## config.mk

```make
export PLATFORM = sky130hd
export DESIGN_NAME = rolling_canonical_kmer_extractor_top_flat
export DESIGN_NICKNAME = d
export VERILOG_FILES = /design/src/rtl/rcke_pkg.sv /design/src/rtl/rcke_if.sv /design/src/rtl/rolling_canonical_kmer_extractor_top.sv /design/src/rtl/rcke_csr.sv /design/src/rtl/rcke_core.sv /design/src/rtl/rcke_out.sv /design/src/flat_wrapper.sv
export SDC_FILE = /design/constraint.sdc
export NUM_CORES = 1
export LEC_CHECK = 0
export BUFFER_PORTS_ARGS = -buffer_cell sky130_fd_sc_hd__buf_2
export CAP_MARGIN = 15
export CORE_UTILIZATION = 45
export DETAILED_ROUTE_END_ITERATION = 8
export GPL_ROUTABILITY_DRIVEN = 0
export GPL_TIMING_DRIVEN = 0
export MAX_ROUTING_LAYER = met4
export PLACE_DENSITY = 0.62
export SLEW_MARGIN = 20
export SYNTH_ARGS = -nofsm -noshare
export SYNTH_HDL_FRONTEND = slang
export SYNTH_HIERARCHICAL = 1
export SYNTH_SLANG_ARGS = --single-unit
```

## constraint.sdc

```tcl
create_clock -name clock -period 14.5 [get_ports clock]
set_input_delay 2.175 -clock clock [delete_from_list [all_inputs] [get_ports clock]]
set_output_delay 2.175 -clock clock [all_outputs]
set_load 0.01 [all_outputs]
```

## src/rtl/rcke_pkg.sv

```systemverilog
// shared types, constants and helpers for the rolling canonical k-mer extractor
package rcke_pkg;

   localparam int POSITION_WIDTH_DEFAULT = 32;
   localparam int MAX_KMER_DEFAULT = 32;
   localparam int WINDOW_WIDTH = 64;
   localparam int PAIR_COUNT = WINDOW_WIDTH / 2;
   localparam int CSR_INDEX_WIDTH = 3;
   localparam int CSR_DATA_WIDTH = 32;

   localparam logic [CSR_INDEX_WIDTH-1:0] CSR_KMER_LENGTH = 3'd0;
   localparam logic [CSR_INDEX_WIDTH-1:0] CSR_CANONICAL_MODE = 3'd1;
   localparam logic [CSR_INDEX_WIDTH-1:0] CSR_SEED_FAMILY = 3'd2;
   localparam logic [CSR_INDEX_WIDTH-1:0] CSR_DOCUMENT_NUMBER = 3'd3;
   localparam logic [CSR_INDEX_WIDTH-1:0] CSR_SEQUENCE_NUMBER = 3'd4;

   localparam logic [5:0] KMER_LENGTH_RESET = 6'd21;
   localparam logic CANONICAL_MODE_RESET = 1'b1;
   localparam logic [5:0] RUN_LIMIT = 6'd32;

   localparam logic [7:0] CHAR_A_UPPER = 8'h41;
   localparam logic [7:0] CHAR_A_LOWER = 8'h61;
   localparam logic [7:0] CHAR_C_UPPER = 8'h43;
   localparam logic [7:0] CHAR_C_LOWER = 8'h63;
   localparam logic [7:0] CHAR_G_UPPER = 8'h47;
   localparam logic [7:0] CHAR_G_LOWER = 8'h67;
   localparam logic [7:0] CHAR_T_UPPER = 8'h54;
   localparam logic [7:0] CHAR_T_LOWER = 8'h74;

   localparam logic [1:0] BASE_A = 2'd0;
   localparam logic [1:0] BASE_C = 2'd1;
   localparam logic [1:0] BASE_G = 2'd2;
   localparam logic [1:0] BASE_T = 2'd3;

   typedef struct packed {
      logic [5:0]  kmer_length;
      logic        canonical_mode;
      logic [7:0]  seed_family;
      logic [31:0] document_number;
      logic [31:0] sequence_number;
   } cfg_type;

   typedef struct packed {
      logic [WINDOW_WIDTH-1:0] seed_value;
      logic                    seed_strand;
      logic [31:0]             start_position;
      logic [7:0]              family_tag;
      logic [5:0]              seed_length;
      logic [31:0]             document_tag;
      logic [31:0]             sequence_tag;
   } seed_type;

   typedef struct packed {
      logic       is_base;
      logic [1:0] code;
   } base_type;

   // ascii nucleotide to 2-bit code, either case
   function automatic base_type base_decode(input logic [7:0] ch);
      base_type res;
      res.is_base = 1'b1;
      res.code = BASE_A;
      unique case (ch)
         CHAR_A_UPPER, CHAR_A_LOWER: res.code = BASE_A;
         CHAR_C_UPPER, CHAR_C_LOWER: res.code = BASE_C;
         CHAR_G_UPPER, CHAR_G_LOWER: res.code = BASE_G;
         CHAR_T_UPPER, CHAR_T_LOWER: res.code = BASE_T;
         default: res.is_base = 1'b0;
      endcase
      return res;
   endfunction

endpackage

```

## src/rtl/rcke_if.sv

```systemverilog
// request, result and register-write channel interfaces
interface rcke_req_if;
   logic       valid;
   logic       ready;
   logic [7:0] base_char;
   logic       end_of_sequence;

   modport source (output valid, output base_char, output end_of_sequence, input ready);
   modport sink (input valid, input base_char, input end_of_sequence, output ready);
endinterface

interface rcke_rsp_if;
   logic                             valid;
   logic                             ready;
   logic [rcke_pkg::WINDOW_WIDTH-1:0] seed_value;
   logic                             seed_strand;
   logic [31:0]                      start_position;
   logic [7:0]                       family_tag;
   logic [5:0]                       seed_length;
   logic [31:0]                      document_tag;
   logic [31:0]                      sequence_tag;

   modport source (output valid, output seed_value, output seed_strand,
                   output start_position, output family_tag, output seed_length,
                   output document_tag, output sequence_tag, input ready);
   modport sink (input valid, input seed_value, input seed_strand,
                 input start_position, input family_tag, input seed_length,
                 input document_tag, input sequence_tag, output ready);
endinterface

interface rcke_csr_if;
   logic                                 valid;
   logic                                 ready;
   logic [rcke_pkg::CSR_INDEX_WIDTH-1:0] index;
   logic [rcke_pkg::CSR_DATA_WIDTH-1:0]  data;

   modport source (output valid, output index, output data, input ready);
   modport sink (input valid, input index, input data, output ready);
endinterface

```

## src/rtl/rolling_canonical_kmer_extractor_top.sv

```systemverilog
// top level of the rolling canonical k-mer extractor
//
// req_if carries one ascii character per request plus an end-of-sequence flag.
// a/c/g/t in either case extend the rolling forward and reverse-complement
// windows; any other character clears them and the run of valid bases.
// from the k-th consecutive base on, each base produces one seed on
// rsp_if: the packed k-mer (smaller strand in canonical mode), the strand,
// the start position and the echoed tags.
// csr_if writes the five configuration registers by index; it is always
// ready and should be written only while no request is in flight.
// a seed is registered and appears on rsp_if in the cycle after its request is accepted.
// throughput: one request per cycle, set by the single result register;
// requests that produce no seed are absorbed at the same rate.
// when rsp_if stalls the result register holds and req_if.ready drops until
// the held seed is taken; a seed leaving frees room for a request that cycle.
// reset clears the windows, the run count, the position and the result
// valid flag, and restores k to 21 with canonical mode on.
module rolling_canonical_kmer_extractor_top #(
   parameter int POSITION_WIDTH = rcke_pkg::POSITION_WIDTH_DEFAULT,
   parameter int MAX_KMER = rcke_pkg::MAX_KMER_DEFAULT
) (
   input  logic       clock,
   input  logic       reset,
   rcke_req_if.sink   req_if,
   rcke_rsp_if.source rsp_if,
   rcke_csr_if.sink   csr_if
);

   rcke_pkg::cfg_type  cfg;
   rcke_pkg::seed_type seed;
   logic               emit;
   logic               room;
   logic               accept;

   assign req_if.ready = room;
   assign accept = req_if.valid && room;

   rcke_csr u_csr (
      .clock  (clock),
      .reset  (reset),
      .csr_if (csr_if),
      .cfg    (cfg)
   );

   rcke_core #(
      .POSITION_WIDTH (POSITION_WIDTH),
      .MAX_KMER       (MAX_KMER)
   ) u_core (
      .clock           (clock),
      .reset           (reset),
      .cfg             (cfg),
      .accept          (accept),
      .base_char       (req_if.base_char),
      .end_of_sequence (req_if.end_of_sequence),
      .emit            (emit),
      .seed            (seed)
   );

   rcke_out u_out (
      .clock  (clock),
      .reset  (reset),
      .accept (accept),
      .emit   (emit),
      .seed   (seed),
      .room   (room),
      .rsp_if (rsp_if)
   );

endmodule

```

## src/rtl/rcke_csr.sv

```systemverilog
// configuration register file
module rcke_csr (
   input  logic              clock,
   input  logic              reset,
   rcke_csr_if.sink          csr_if,
   output rcke_pkg::cfg_type cfg
);

   rcke_pkg::cfg_type cfg_ff;
   rcke_pkg::cfg_type cfg_in;
   logic              write;

   assign csr_if.ready = 1'b1;
   assign write = csr_if.valid && csr_if.ready;

   always_comb begin
      cfg_in = cfg_ff;
      if (write) begin
         unique case (csr_if.index)
            rcke_pkg::CSR_KMER_LENGTH:     cfg_in.kmer_length = csr_if.data[5:0];
            rcke_pkg::CSR_CANONICAL_MODE:  cfg_in.canonical_mode = csr_if.data[0];
            rcke_pkg::CSR_SEED_FAMILY:     cfg_in.seed_family = csr_if.data[7:0];
            rcke_pkg::CSR_DOCUMENT_NUMBER: cfg_in.document_number = csr_if.data;
            rcke_pkg::CSR_SEQUENCE_NUMBER: cfg_in.sequence_number = csr_if.data;
            default: cfg_in = cfg_ff;
         endcase
      end
   end

   always_ff @(posedge clock) begin
      if (reset) begin
         cfg_ff.kmer_length <= rcke_pkg::KMER_LENGTH_RESET;
         cfg_ff.canonical_mode <= rcke_pkg::CANONICAL_MODE_RESET;
         cfg_ff.seed_family <= '0;
         cfg_ff.document_number <= '0;
         cfg_ff.sequence_number <= '0;
      end else begin
         cfg_ff <= cfg_in;
      end
   end

   assign cfg = cfg_ff;

endmodule

```

## src/rtl/rcke_core.sv

```systemverilog
// rolling forward and reverse-complement windows, run count and seed selection
module rcke_core #(
   parameter int POSITION_WIDTH = rcke_pkg::POSITION_WIDTH_DEFAULT,
   parameter int MAX_KMER = rcke_pkg::MAX_KMER_DEFAULT
) (
   input  logic               clock,
   input  logic               reset,
   input  rcke_pkg::cfg_type  cfg,
   input  logic               accept,
   input  logic [7:0]         base_char,
   input  logic               end_of_sequence,
   output logic               emit,
   output rcke_pkg::seed_type seed
);

   localparam int WW = rcke_pkg::WINDOW_WIDTH;
   localparam int PAIRS = rcke_pkg::PAIR_COUNT;
   localparam logic [6:0] KMER_MAX = 7'(MAX_KMER);

   logic [WW-1:0]             fwd_window_ff, fwd_window_in;
   logic [WW-1:0]             rev_window_ff, rev_window_in;
   logic [5:0]                valid_run_ff, valid_run_in;
   logic [POSITION_WIDTH-1:0] char_index_ff, char_index_in;

   rcke_pkg::base_type        base;
   logic                      k_ok;
   logic [WW-1:0]             keep_mask;
   logic [WW-1:0]             fwd_next, rev_next;
   logic [5:0]                run_next;
   logic                      pick_rev;
   logic [POSITION_WIDTH-1:0] start_full;

   assign base = rcke_pkg::base_decode(base_char);
   assign k_ok = (cfg.kmer_length != 6'd0) && ({1'b0, cfg.kmer_length} <= KMER_MAX);

   always_comb begin
      logic [WW-1:0] fwd_shift;
      logic [WW-1:0] rev_shift;
      logic [1:0]    comp;
      fwd_shift = {fwd_window_ff[WW-3:0], base.code};
      rev_shift = {2'b00, rev_window_ff[WW-1:2]};
      comp = ~base.code;
      for (int j = 0; j < PAIRS; j++) begin
         keep_mask[2*j +: 2] = (6'(j) < cfg.kmer_length) ? 2'b11 : 2'b00;
         fwd_next[2*j +: 2] = fwd_shift[2*j +: 2] & keep_mask[2*j +: 2];
         // new complemented base enters at pair k-1, the top pair of the k-mer
         rev_next[2*j +: 2] = (rev_shift[2*j +: 2]
                               | ((6'(j + 1) == cfg.kmer_length) ? comp : 2'b00))
                              & keep_mask[2*j +: 2];
      end
   end

   assign run_next = (valid_run_ff < rcke_pkg::RUN_LIMIT) ? valid_run_ff + 6'd1 : valid_run_ff;
   assign emit = base.is_base && k_ok && (run_next >= cfg.kmer_length);
   assign pick_rev = cfg.canonical_mode && (rev_next < fwd_next);
   assign start_full = char_index_ff + POSITION_WIDTH'(1) - POSITION_WIDTH'(cfg.kmer_length);

   always_comb begin
      seed.seed_value = pick_rev ? rev_next : fwd_next;
      seed.seed_strand = pick_rev;
      seed.start_position = 32'(start_full);
      seed.family_tag = cfg.seed_family;
      seed.seed_length = cfg.kmer_length;
      seed.document_tag = cfg.document_number;
      seed.sequence_tag = cfg.sequence_number;
   end

   always_comb begin
      fwd_window_in = fwd_window_ff;
      rev_window_in = rev_window_ff;
      valid_run_in = valid_run_ff;
      char_index_in = char_index_ff;
      if (accept) begin
         if (!base.is_base) begin
            fwd_window_in = '0;
            rev_window_in = '0;
            valid_run_in = '0;
         end else begin
            fwd_window_in = k_ok ? fwd_next : '0;
            rev_window_in = k_ok ? rev_next : '0;
            valid_run_in = run_next;
         end
         char_index_in = char_index_ff + POSITION_WIDTH'(1);
         if (end_of_sequence) begin
            fwd_window_in = '0;
            rev_window_in = '0;
            valid_run_in = '0;
            char_index_in = '0;
         end
      end
   end

   always_ff @(posedge clock) begin
      if (reset) begin
         fwd_window_ff <= '0;
         rev_window_ff <= '0;
         valid_run_ff <= '0;
         char_index_ff <= '0;
      end else begin
         fwd_window_ff <= fwd_window_in;
         rev_window_ff <= rev_window_in;
         valid_run_ff <= valid_run_in;
         char_index_ff <= char_index_in;
      end
   end

   a_eos_clears: assert property (@(posedge clock) disable iff (reset)
      accept && end_of_sequence |=> fwd_window_ff == '0 && rev_window_ff == '0
                                    && valid_run_ff == '0 && char_index_ff == '0)
      else $error("state not cleared after end of sequence");

   a_non_base_clears_run: assert property (@(posedge clock) disable iff (reset)
      accept && !base.is_base |=> valid_run_ff == '0 && fwd_window_ff == '0)
      else $error("run not cleared after non-base character");

   a_run_saturates: assert property (@(posedge clock) disable iff (reset)
      valid_run_ff <= rcke_pkg::RUN_LIMIT)
      else $error("valid run above limit");

   a_window_masked: assert property (@(posedge clock) disable iff (reset)
      accept |=> ((fwd_window_ff | rev_window_ff) & ~$past(keep_mask)) == '0)
      else $error("window holds bases beyond k");

endmodule

```

## src/rtl/rcke_out.sv

```systemverilog
// result register between the seed logic and the response channel
module rcke_out (
   input  logic               clock,
   input  logic               reset,
   input  logic               accept,
   input  logic               emit,
   input  rcke_pkg::seed_type seed,
   output logic               room,
   rcke_rsp_if.source         rsp_if
);

   logic               valid_ff, valid_in;
   rcke_pkg::seed_type seed_ff, seed_in;
   logic               taken;

   assign taken = rsp_if.valid && rsp_if.ready;
   assign room = !valid_ff || rsp_if.ready;

   always_comb begin
      valid_in = valid_ff;
      seed_in = seed_ff;
      if (accept) begin
         valid_in = emit;
         if (emit) begin
            seed_in = seed;
         end
      end else if (taken) begin
         valid_in = 1'b0;
      end
   end

   always_ff @(posedge clock) begin
      if (reset) begin
         valid_ff <= 1'b0;
      end else begin
         valid_ff <= valid_in;
      end
      seed_ff <= seed_in;
   end

   assign rsp_if.valid = valid_ff;
   assign rsp_if.seed_value = seed_ff.seed_value;
   assign rsp_if.seed_strand = seed_ff.seed_strand;
   assign rsp_if.start_position = seed_ff.start_position;
   assign rsp_if.family_tag = seed_ff.family_tag;
   assign rsp_if.seed_length = seed_ff.seed_length;
   assign rsp_if.document_tag = seed_ff.document_tag;
   assign rsp_if.sequence_tag = seed_ff.sequence_tag;

   a_no_overwrite: assert property (@(posedge clock) disable iff (reset)
      accept |-> room)
      else $error("request accepted while result stalled");

   a_emit_shows: assert property (@(posedge clock) disable iff (reset)
      accept && emit |=> valid_ff && seed_ff == $past(seed))
      else $error("emitted seed not presented");

   a_stall_holds: assert property (@(posedge clock) disable iff (reset)
      valid_ff && !rsp_if.ready |=> valid_ff && $stable(seed_ff))
      else $error("stalled result lost");

endmodule
```

## src/flat_wrapper.sv

```systemverilog
// flat-port wrapper written by rule: the top's interface ports become plain ports
module rolling_canonical_kmer_extractor_top_flat 
#(
   parameter int POSITION_WIDTH = rcke_pkg::POSITION_WIDTH_DEFAULT,
   parameter int MAX_KMER = rcke_pkg::MAX_KMER_DEFAULT
)
  (clock, reset, req_if_valid, req_if_base_char, req_if_end_of_sequence, req_if_ready, rsp_if_valid, rsp_if_seed_value, rsp_if_seed_strand, rsp_if_start_position, rsp_if_family_tag, rsp_if_seed_length, rsp_if_document_tag, rsp_if_sequence_tag, rsp_if_ready, csr_if_valid, csr_if_index, csr_if_data, csr_if_ready);
  rcke_req_if req_if_i ();
  rcke_rsp_if rsp_if_i ();
  rcke_csr_if csr_if_i ();
  input  logic clock;
  input  logic reset;
  input wire logic [$bits(req_if_i.valid)-1:0] req_if_valid;
  input wire logic [$bits(req_if_i.base_char)-1:0] req_if_base_char;
  input wire logic [$bits(req_if_i.end_of_sequence)-1:0] req_if_end_of_sequence;
  output wire logic [$bits(req_if_i.ready)-1:0] req_if_ready;
  output wire logic [$bits(rsp_if_i.valid)-1:0] rsp_if_valid;
  output wire logic [$bits(rsp_if_i.seed_value)-1:0] rsp_if_seed_value;
  output wire logic [$bits(rsp_if_i.seed_strand)-1:0] rsp_if_seed_strand;
  output wire logic [$bits(rsp_if_i.start_position)-1:0] rsp_if_start_position;
  output wire logic [$bits(rsp_if_i.family_tag)-1:0] rsp_if_family_tag;
  output wire logic [$bits(rsp_if_i.seed_length)-1:0] rsp_if_seed_length;
  output wire logic [$bits(rsp_if_i.document_tag)-1:0] rsp_if_document_tag;
  output wire logic [$bits(rsp_if_i.sequence_tag)-1:0] rsp_if_sequence_tag;
  input wire logic [$bits(rsp_if_i.ready)-1:0] rsp_if_ready;
  input wire logic [$bits(csr_if_i.valid)-1:0] csr_if_valid;
  input wire logic [$bits(csr_if_i.index)-1:0] csr_if_index;
  input wire logic [$bits(csr_if_i.data)-1:0] csr_if_data;
  output wire logic [$bits(csr_if_i.ready)-1:0] csr_if_ready;
  assign req_if_i.valid = req_if_valid;
  assign req_if_i.base_char = req_if_base_char;
  assign req_if_i.end_of_sequence = req_if_end_of_sequence;
  assign req_if_ready = req_if_i.ready;
  assign rsp_if_valid = rsp_if_i.valid;
  assign rsp_if_seed_value = rsp_if_i.seed_value;
  assign rsp_if_seed_strand = rsp_if_i.seed_strand;
  assign rsp_if_start_position = rsp_if_i.start_position;
  assign rsp_if_family_tag = rsp_if_i.family_tag;
  assign rsp_if_seed_length = rsp_if_i.seed_length;
  assign rsp_if_document_tag = rsp_if_i.document_tag;
  assign rsp_if_sequence_tag = rsp_if_i.sequence_tag;
  assign rsp_if_i.ready = rsp_if_ready;
  assign csr_if_i.valid = csr_if_valid;
  assign csr_if_i.index = csr_if_index;
  assign csr_if_i.data = csr_if_data;
  assign csr_if_ready = csr_if_i.ready;
  rolling_canonical_kmer_extractor_top #(.POSITION_WIDTH(POSITION_WIDTH), .MAX_KMER(MAX_KMER)) u_core (.clock(clock), .reset(reset), .req_if(req_if_i), .rsp_if(rsp_if_i), .csr_if(csr_if_i));
endmodule
```

# After elaboration in Yosys (flattened, before gate mapping)
# Index checks and enable logic that the tools add are counted.
# word_totals
register_bits	419
latchBits	0
mem_bits_rw	0
rom_bits	0
word_cells	296
n_memories	0
# op_classes
add_sub_neg	3
mul	0
n_div	0
order_cmp	36
n_eq_ne	44
shift	0
n_mux	79
n_bitwise	96
reduce_logical	21
# op_table
cell	count
$mux 64	4
$mux 62	3
$and 2x2->2	64
$mux 2	64
$eq 5x6->1 const A	16
$lt 5x6->1 const A	16
$eq 8x7->1 const B	8
$lt 64x64->1	1
$or 2x2->2	31
$eq 4x6->1 const A	8
$lt 4x6->1 const A	8
$add 32x1->32 const B	1
$mux 32	1
$sub 32x6->32	1
$eq 3x6->1 const A	4
$lt 3x6->1 const A	4
$mux 6	3
$eq 2x6->1 const A	2
$lt 1x6->1 const A	2
$lt 2x6->1 const A	2
$reduce_and 2->1	6
$reduce_or 8->1	1
$add 6x1->6 const B	1
$eq 1x6->1 const A	1
other kinds (17)	27

# Depth between registers and ports, before layout
# depth
ltp_word	10
depth_mapped	19
ltp_nobuf	15

# By module
# Netlist, hierarchy kept.
# modules_own_cells
module	n_inst	cells_per_inst	area_per_inst_um2
rcke_core	1	1623	11711.2
rcke_out	1	180	5315.1
rcke_csr	1	304	3271.9
rolling_canonical_kmer_extractor_top	1	1	6.3

# Least setup slack after synthesis
# No wires, ideal clock.
# synth_timing
path_kind	input-to-reg
startpoint	input req_if_base_char[0]
endpoint	register u_core.u_out.seed_ff (netlist bit u_core/u_out/rsp_if.document_tag[0]) (enable)
setup_time_ns	0.557
arrival_ns	7.023
t_required_ns	13.943
path_slack_ns	6.921
stages	4
path_cell_list	nor4bb_1 > o21ai_0 > nor3_1 > and2_1
# synth_between
elab_chain_cells	6
word_cells_on_any_way	13
cone_classes	eq/ne (8); mux (1); reduce/logical (4)
# synth_rtl
item	line_no	source
start, declared	flat_wrapper.sv:14	input wire logic [$bits(req_if_i.base_char)-1:0] req_if_base_char;
$eq 8x7->1	rcke_pkg.sv:63	unique case (ch)
$reduce_or 8->1 (no source line) (*)	--	
$mux 1 (*)	rcke_pkg.sv:63	
$logic_and 1x1->1 (*) (2 in series)	rcke_core.sv:54	assign emit = base.is_base && k_ok && (run_next >= cfg.kmer_length);
named net u_core.emit	rolling_canonical_kmer_extractor_top.sv:31	logic emit;
$reduce_and 2->1 (no source line) (*)	--	
end signal, assigned	rcke_out.sv:38	seed_ff <= seed_in;
end, declared	rcke_out.sv:13	rcke_pkg::seed_type seed_ff, seed_in;
# The timed path passes the listed nets; every way through them passes the cells marked *.
# A chain may end at the register's enable or synchronous reset.

==> flow_summary.yaml <==
timing:
  slew_viol_final: 0
  fmax_mhz: 134
  fin_skew_ns: 0.0191
  rsz0062_at_grt: "false"
  fin_tns_setup_ns: 0
  min_period_over_period: 0.514
  fin_crit_ns: 7.46
  finalSetupViolations: 0
  hold_viol: 0
  worstMarginPinSlew_ns: 1.22
  maxSlewHeadroom: 0.181
critical_path:
  worstPathRequired_ns: 14.75
  cp_common_cell: "buf_2"
  cpMaxStageDelayCell: "o21ai_1"
  cp_cell_sequence: "buf_2 -> nor4bb_1 -> o21ai_1 -> nand2_1 -> nor2_1 -> o21ai_0 -> inv_1 -> ha_1 -> nand3_1 -> o221a_2 -> o2111ai_1 -> a221oi_1 -> o221ai_1 -> nor3_2 -> buf_2 -> buf_2 -> o21ai_0"
  critPathMaxFanout: 10
  worstSetupEndpointType: "flip-flop"
  crit_type: "input port to flip-flop"
  worst-r2r-cell-count: 17
  crit_arrival_ns: 7.71
  slowest_delay_ns: 0.94
  cp-start-kind: "input port"
global_route:
  track_usage: 0.243
  grt_max_degree: 56
  grt_first_pass_wirelength_um: 85700
  grt_remaining_overflow: 0
  grt_pass1_vias: 15842
  antenna_found_initial: 2
clock_tree:
  cts_buffers: 46
  root_buffer: "clkbuf_16"
  hold_buffers: 0
  cts_resized: 0
  tritoncts: "yes"
  clockBufferDepth: 3
  clk_pin_slew_worst_paths_ns: 0.06
  htree_num_levels: 2
  insertion_delay_ns: 0.60
  post_cts_buffers: 0
  cts.sinks: 417
synth:
  synthCells: 2108
  ys_seq_area_frac: 0.497
  synthFlopType: "dfxtp_1"
  synth-edff-count: 175
  ys_async_sr_fraction: 0
  yosys_warnings: 6
  syn_avg_cell_area_um2: 9.63
  syn-cell-area_um2: 20300
  ys_types: 86
  synth-seq-cells: 417
  syn_nets: 2235
final_layout:
  final_area_um2: 23800
  postLayoutCoreUtil: 0.537
  nets: 2511
  syn2layout_area_growth_pct: 17.3
  drive_gt1_frac: 0.182
floorplanning:
  core_um2: 44300
  dieWidth_um: 214
  dieArea_um2: 46000
  io_pins: 227
  initial_core_util: 0.458
  die_h_um: 214
  rows: 77
power:
  leakagePower_nw: 9.63
  power.density_nw_per_um2: 108
  total_power_mw: 2.58
  ir_drop_mv: 0.0750
routing:
  drt-initial-drc-count: 1337
  wire_per_inst_um: 18.3
  first_pass_iters: 6
  drtAntennaViolNets: 0
  vias: 16315
  routed_wirelength_um: 55000
  vias_per_cell: 5.41
  drc_errors: 0
status:
  status: "finished, final reports clean"
worst_hold_path:
  hp-class: "flip-flop to flip-flop"
  whs_path_depth: 2
place:
  place_area_um2: 22300
  dp_hpwl_um: 40400
  io_buffer_count: 224
run:
  maxCapViolations: 0
==> placed cells by master (no fill, tap or decap), types with 10 or more instances in the layout <==
cell / count
clkbuf_16: 47
nor3_1: 26
clkinv_1: 10
nand4_1: 21
nor4_1: 10
edfxtp_1: 175
o21ai_0: 118
buf_2: 241
mux2i_1: 112
a21oi_1: 129
dfxtp_1: 242
nand2b_1: 115
clkbuf_1: 97
inv_1: 50
xor2_1: 13
ha_1: 77
buf_4: 88
a31oi_1: 16
nand3_1: 30
nor2_1: 336
nand2_1: 159
a22oi_1: 84
xnor2_1: 46
and3_1: 15
==> routing by layer <==
layer  up-vias  track usage  share of wire
met3       133       0.0382          0.060
met2       571        0.383           0.46
li1       7878            -              -
met4         0       0.0981          0.034
met5         -            -              0
met1      7733        0.312           0.45
==> worst max-delay path, delay by kind of cell <==
kind | cells | cell delay (ns)
AND/OR/NAND/NOR | 5 | 1.67
AO/OA/AOI/OAI | 7 | 2.57
buffers and inverters | 4 | 1.02
adder cells (fa/ha/maj) | 1 | 0.24
==> cell usage after synthesis (10+ instances only) <==
cell type	n	share of area
dfxtp_1	242	0.24
buf_2	17	0.0042
edfxtp_1	175	0.26
nand2_1	159	0.029
a21oi_1	129	0.032
mux2i_1	112	0.055
buf_4	87	0.032
nor4_1	10	0.0031
a22oi_1	84	0.031
nor2_1	336	0.062
nand2b_1	115	0.035
o21ai_0	118	0.029
clkbuf_1	89	0.016
nand3_1	30	0.0074
inv_1	50	0.0092
a31oi_1	16	0.0049
and3_1	15	0.0046
xnor2_1	46	0.020
nand4_1	21	0.0065
ha_1	77	0.047
xor2_1	13	0.0056
nor3_1	27	0.0067
==> sequential cells by signal, summed over array words and instances (netlist names) <==
register	cells
u_core/u_core/rev_window_ff	62
u_core/u_out/rsp_if.start_position	32
u_core/u_out/rsp_if.sequence_tag	32
u_core/u_out/rsp_if.family_tag	8
u_core/u_out/rsp_if.seed_length	6
u_core/u_csr/cfg	79
u_core/u_out/rsp_if.valid	1
u_core/u_out/rsp_if.seed_value	64
u_core/u_core/fwd_window_ff	62
u_core/u_core/valid_run_ff	6
u_core/u_core/char_index_ff	32
u_core/u_out/rsp_if.document_tag	32
u_core/u_out/rsp_if.seed_strand	1
==> stage by stage <==
stage	hold slack (ns)	std cells	setup WS, ns
3_5_place_dp	0.463	2928	6.53
6_report	0.476	3016	7.04
3_3_place_gp	0.460	2924	4.28
5_1_grt	0.482	3016	7.01
2_1_floorplan	0.449	2108	6.92
4_1_cts	0.475	3014	7.14
==> power breakdown <==
part	switching (mW)	total (mW)	internal, mW
Clock	0.498	1.21	0.708
Sequential	0.00369	1.22	1.22
Combinational	0.0953	0.144	0.0488
Total	0.597	2.58	1.98
==> kinds of logic (layout without fill, tap and decap cells) <==
group | Yosys count | in the layout | synth area share
compound gates | 406 | 406 | 0.123
xor+xnor | 59 | 59 | 0.0255
fa+ha+maj | 78 | 78 | 0.0484
buf+inv | 252 | 566 | 0.0643
flops | 417 | 417 | 0.497
mux | 113 | 113 | 0.0558
other cells | 1 | 3 | 0.000185
simple gates | 782 | 782 | 0.186
==> area by class of cell <==
class | instances | area (um2)
antenna | 2 | 5.00
buffer | 200 | 1110
clock buffer | 55 | 1210
clock inverter | 31 | 350
fill | 4006 | 20500
inverter | 52 | 195
multi-input combinational | 1439 | 8910
sequential | 417 | 10100
tap | 592 | 741
timing repair buffer | 228 | 1200
==> path summary, 6_finish.rpt <==
check,from,slack [ns],to
max,req_if_base_char[2],7.04,u_core/u_out/rsp_if.seed_value[1]
min,u_core/u_csr/cfg[58],0.48,u_core/u_csr/cfg[58]
max reg2reg,u_core/u_csr/cfg[74],8.34,u_core/u_out/rsp_if.seed_value[1]
min reg2reg,u_core/u_csr/cfg[58],0.48,u_core/u_csr/cfg[58]
No activity file was read; power rests on OpenSTA's default activity.
